--- src/dtm_pkg.sv ---
// Shared constants, codes and types for the DFA token matcher.
// No dependencies; every other file in src refers to it by scoped names.
`timescale 1ns / 1ps

package dtm_pkg;

  localparam int STATE_W        = 6;    // state fields on the ports
  localparam int CHAR_W         = 8;
  localparam int CLASS_ENTRIES  = 256;  // one class map entry per byte value
  localparam int MASK_IN_W      = 32;   // mask fields on the ports
  localparam int MAX_CLASS_BITS = 64;
  localparam int CFG_AW         = 3;
  localparam int CFG_DW         = 32;

  localparam int DEF_NUM_STATES      = 64;
  localparam int DEF_EDGES_PER_STATE = 8;
  localparam int DEF_CLASS_BITS      = 32;

  localparam logic [CFG_AW-1:0] REG_START_ADDR = 3'd0;
  localparam logic [CFG_AW-1:0] REG_END_ADDR   = 3'd4;

  typedef enum logic [1:0] {
    KIND_CHAR     = 2'd0,
    KIND_EDGE_WR  = 2'd1,
    KIND_CLASS_WR = 2'd2,
    KIND_EMPTY    = 2'd3
  } item_kind_t;

  typedef enum logic [1:0] {
    ST_CLEAR,
    ST_IDLE,
    ST_STEP
  } seq_state_t;

  // Outcome of the edge search for one character.
  typedef struct packed {
    logic               hit;
    logic [STATE_W-1:0] target;
  } match_res_t;

endpackage

--- src/dtm_match.sv ---
// Edge search: lowest valid slot whose mask shares a bit with the class mask.
// Uses dtm_pkg for match_res_t and the state field width.
`timescale 1ns / 1ps

module dtm_match #(
  parameter int EDGES_PER_STATE = dtm_pkg::DEF_EDGES_PER_STATE,
  parameter int CLASS_BITS      = dtm_pkg::DEF_CLASS_BITS,
  localparam int SLOTW = 1 + dtm_pkg::STATE_W + CLASS_BITS
) (
  input  logic [EDGES_PER_STATE-1:0][SLOTW-1:0] row,
  input  logic [CLASS_BITS-1:0]                 cls,
  input  logic                                  in_range,
  output dtm_pkg::match_res_t                   res
);

  // slot layout: {valid, target, mask}
  always_comb begin
    res = '0;
    for (int s = EDGES_PER_STATE - 1; s >= 0; s--) begin
      if (row[s][SLOTW-1] && (|(row[s][CLASS_BITS-1:0] & cls))) begin
        res.hit    = in_range;
        res.target = row[s][CLASS_BITS +: dtm_pkg::STATE_W];
      end
    end
  end

endmodule

--- config.mk ---
export PLATFORM = sky130hd
export DESIGN_NAME = dtm_match
export DESIGN_NICKNAME = d
export VERILOG_FILES = /design/src/dtm_pkg.sv /design/src/dtm_match.sv
export SDC_FILE = /design/constraint.sdc
export NUM_CORES = 1
export LEC_CHECK = 0
export ABC_AREA = 1
export BUFFER_PORTS_ARGS = -buffer_cell sky130_fd_sc_hd__buf_2
export CAP_MARGIN = 20
export CORE_AREA = 2 2 138 140
export DETAILED_ROUTE_END_ITERATION = 8
export DIE_AREA = 0 0 140 142
export GPL_ROUTABILITY_DRIVEN = 0
export PLACE_DENSITY = 0.48
export SYNTH_ARGS = -nofsm -noshare
export SYNTH_HDL_FRONTEND = slang
export SYNTH_SLANG_ARGS = --single-unit
--- constraint.sdc ---
create_clock -name vclk -period 1.6
set_clock_uncertainty 0.05 [all_clocks]
set_input_delay 0.16 -clock vclk [all_inputs]
set_output_delay 0.16 -clock vclk [all_outputs]
set_load 0.05 [all_outputs]
Yosys cells after proc, flatten, opt, wreduce, memory -nomap -nowiden
Cells that the tools add are included.
Widths: inputs -> output; s select.
- memory bits (writable): 0
- logic and storage cells: 32
- bits in latches: 0
- memory bits (read-only): 0
- memories: 0
- input bits: 345
- bits in registers: 0
- output and inout port bits: 7
- div/mod/pow operators: 0
- bitwise logic cells: 8
- shifts and indexed selects: 0
- multiplexer cells: 8
- multiply operators: 0
- eq/ne operators: 0
- magnitude comparators: 0
- add/subtract/negate cells: 0
- reduce and logical (&&, ||, !) cells: 16
- operators with widths (kind ; number):
    $and 32x32->32 ; 8
    $reduce_or 32->1 ; 8
    $mux 7 ; 8
    $logic_and 1x1->1 ; 8

Depth between registers and ports, before layout
- depth after elaboration: 11
- depth in mapped cells: 16
- mapped depth without buffers: 15

Least setup slack after synthesis
OpenSTA, ideal clock, no wires.
- path kind: input -> output
- from: input port cls[9]
- to: output port res[6] (netlist bit)
- path slack: -680 ps
- data required time: 1390 ps
- arrival time: 2070 ps
- buffers on the path: 2
- cell stages on the path: 12
- path through: buf_2 nand2_1 nand2_1 nor2_1 nand3_1 nor2_1 nand2_1 nand2_2 buf_6 nand2_1 nor2_1 a21boi_0
- RTL lines (element ; RTL line ; text):
    from (decl) ; dtm_match.sv:11 ; input logic [CLASS_BITS-1:0] cls,
    to (decl) ; dtm_match.sv:13 ; output dtm_pkg::match_res_t res

==> results.json <==
{
  "post_drt_wl_per_cell_um": 14.7,
  "yosys-top-cells-count": "nand2_1 (445), nor2_1 (80), buf_6 (25)",
  "drt_wl_total_mm": 18.4,
  "drt_pass1_iterations": 8,
  "crit_path_start_kind": "primary input",
  "hp-class": "primary input to primary output",
  "grt_use_met1": 0.214,
  "vias": 5123,
  "syn-cell-area_um2": 2840,
  "drt_iter0_drc": 207,
  "busiest_layer": "met2",
  "critPathSlowestCell": "nor2_2",
  "postSynthCellCount": 657,
  "grtUsageMet2": 0.318,
  "end_kind": "primary output",
  "portBuffers": 352,
  "relSlewSlack": 0.862,
  "p_seq_frac": 0,
  "required_ns": 1.39,
  "area_growth_pct": 101,
  "ant_nets": 0,
  "clock.fmax_mhz": 520,
  "status": "finished, violations left",
  "overflow": 0,
  "p_clk_frac": 0,
  "die_x_um": 140,
  "ys_seq_area_frac": 0,
  "synth_top_area_share": 0.588,
  "crit_arrival_ns": 1.71,
  "worstPathCellList": "buf_2 > nand2_1 > nand2_1 > nor2_2 > nand2_2 > nor2_4 > buf_6 > nand2_4 > nand2_4 > buf_6 > nand2_4 > nand2_2 > nand2_2 > nand2_2 > nand2_1 > nand2_1 > nand2_2 > buf_8",
  "setup_viol": 7,
  "synthTopCellsByArea": "nand2_1 (59%), nor2_1 (11%), buf_6 (9.9%), nand3_1 (4.2%), inv_1 (2.9%)",
  "peakVddDrop_uv": 93.2,
  "comb_power_share": 1.000,
  "grt_pass1_vias": 5068,
  "power_leakage_nw": 3.46,
  "p_sw_frac": 0.514,
  "worst-setup-path-type": "primary input to primary output",
  "io-pin-count": 352,
  "finalCriticalPeriod_ns": 1.92,
  "detailed_place_hpwl_mm": 16.0,
  "grtUsageMet3": 0.0185,
  "grt_pass1_wl_mm": 26.5,
  "n_clock_buffer": 0,
  "hold_viol": 0,
  "drcViolationCount": 19,
  "yosysWarnings": 0,
  "die-area_um2": 19900,
  "rows": 50,
  "syn_area_per_cell_um2": 4.32,
  "ys_types": 23,
  "final-seq-area_um2": 0,
  "dieHeight_um": 142,
  "slew_violations": 0,
  "switching_power_mw": 0.757,
  "setup_tns_ns": -2.07,
  "rsz0062_at_grt": "true",
  "antenna_found_initial": 1,
  "total_power_mw": 1.47,
  "p_per_area_nw_per_um2": 258,
  "grt_usage": 0.170,
  "synth_fp_nets": 1002,
  "period_share": 1.20,
  "viasPerCell": 4.10,
  "tightest_slew_ns": 0.205,
  "cp_max_fo": 5,
  "cpMostUsedCell": "nand2_2",
  "worst_slack_ns": -0.322,
  "core_um2": 18500,
  "final_nets": 1361,
  "intPower_mw": 0.714,
  "initial_core_util": 0.154,
  "synth.most_common_cell": "nand2_1",
  "slowest_delay_ns": 0.16,
  "grt_max_degree": 9,
  "cap_viol_max_count": 0,
  "drive_above_1_share": 0.536,
  "design.seq.count": 0,
  "synth_area_leader_cell": "nand2_1",
  "violations": "design-rule violations, negative setup slack"
}
stage by stage:
stage	setup slack (ns)	util	hold WS (ns)	cell area [um2]	cells
6_report	-0.322	0.309	0.603	5710	1249
5_1_grt	-0.437	0.309	0.613	5710	1249
4_1_cts	-0.378	0.279	0.598	5140	1244
3_5_place_dp	-0.521	0.263	0.671	4840	1241
3_3_place_gp	-0.524	0.263	0.670	4840	1241
2_1_floorplan	-0.0616	-	0.498	2890	657
per-layer routing:
layer / part of all wire / vias to the layer above
li1: - / 2703
met1: 0.42 / 2198
met2: 0.50 / 196
met3: 0.056 / 26
met4: 0.018 / 0
met5: 0 / -
placed cells by master (no fill, tap or decap), types with 2 or more instances in the layout:
cell type,Yosys,final
inv_1,22,18
o21ai_0,4,4
buf_6,25,39
nand3b_1,2,2
nor2_2,2,36
buf_12,0,3
nand3_1,24,19
nor3_2,1,2
nand3_2,0,5
nor2_1,80,36
buf_8,0,6
nand4_1,10,10
a21oi_2,1,6
buf_4,0,30
a21oi_1,10,4
nand2_1,445,374
nand2_2,6,62
nand2_4,5,19
inv_2,3,5
buf_2,8,312
nor2_4,1,11
power groups by stage:
stage	Clock (mW)	Sequential (mW)	Combinational [mW]
after floorplan	0	0	0.619
after global placement	0	0	1.21
after detailed placement	0	0	1.21
after CTS	0	0	1.31
after global routing	0.0000000835	0	1.63
final	0.0000000835	0	1.47
kinds of logic (layout without fill, tap and decap cells):
logic type             count (synthesis)  in the layout  share of synthesized area
AO/OA/AOI/OAI                         19             19                     0.0388
AND/OR/NAND/NOR                      578            578                      0.812
buffers and inverters                 60            417                      0.149
other                                  0              1                          0
area by class of cell:
cell class,instances,area (um2)
Fill cell,2203,12700
Multi-Input combinational cell,597,2920
Timing Repair Buffer,390,2380
Tap cell,234,293
Inverter,27,113
Antenna cell,1,2.50
path summary, 6_finish.rpt:
path	slack (ns)	to	startpoint	depth (start not counted)
worst min-delay path	0.60	res[3]	row[35]	4
worst max-delay path	-0.32	res[4]	row[261]	18
what timing repair did:
| item | 4_1_cts | 5_1_grt |
|---|---|---|
| endpoints found under the hold margin | 0 | 0 |
| buffers inserted | 3 | 4 |
| gates resized for setup | 90 | 180 |
| gates cloned | 0 | 0 |
| endpoints found under the setup margin | 7 | 7 |
| hold buffers | 0 | 0 |
| pin swaps | 32 | 100 |
critical path, delay by kind of cell:
kind / cells / cell delay [ns]
and+or+nand+nor: 14 / 1.04
buffers and inverters: 4 / 0.51
No activity file was read; power rests on OpenSTA's default activity.
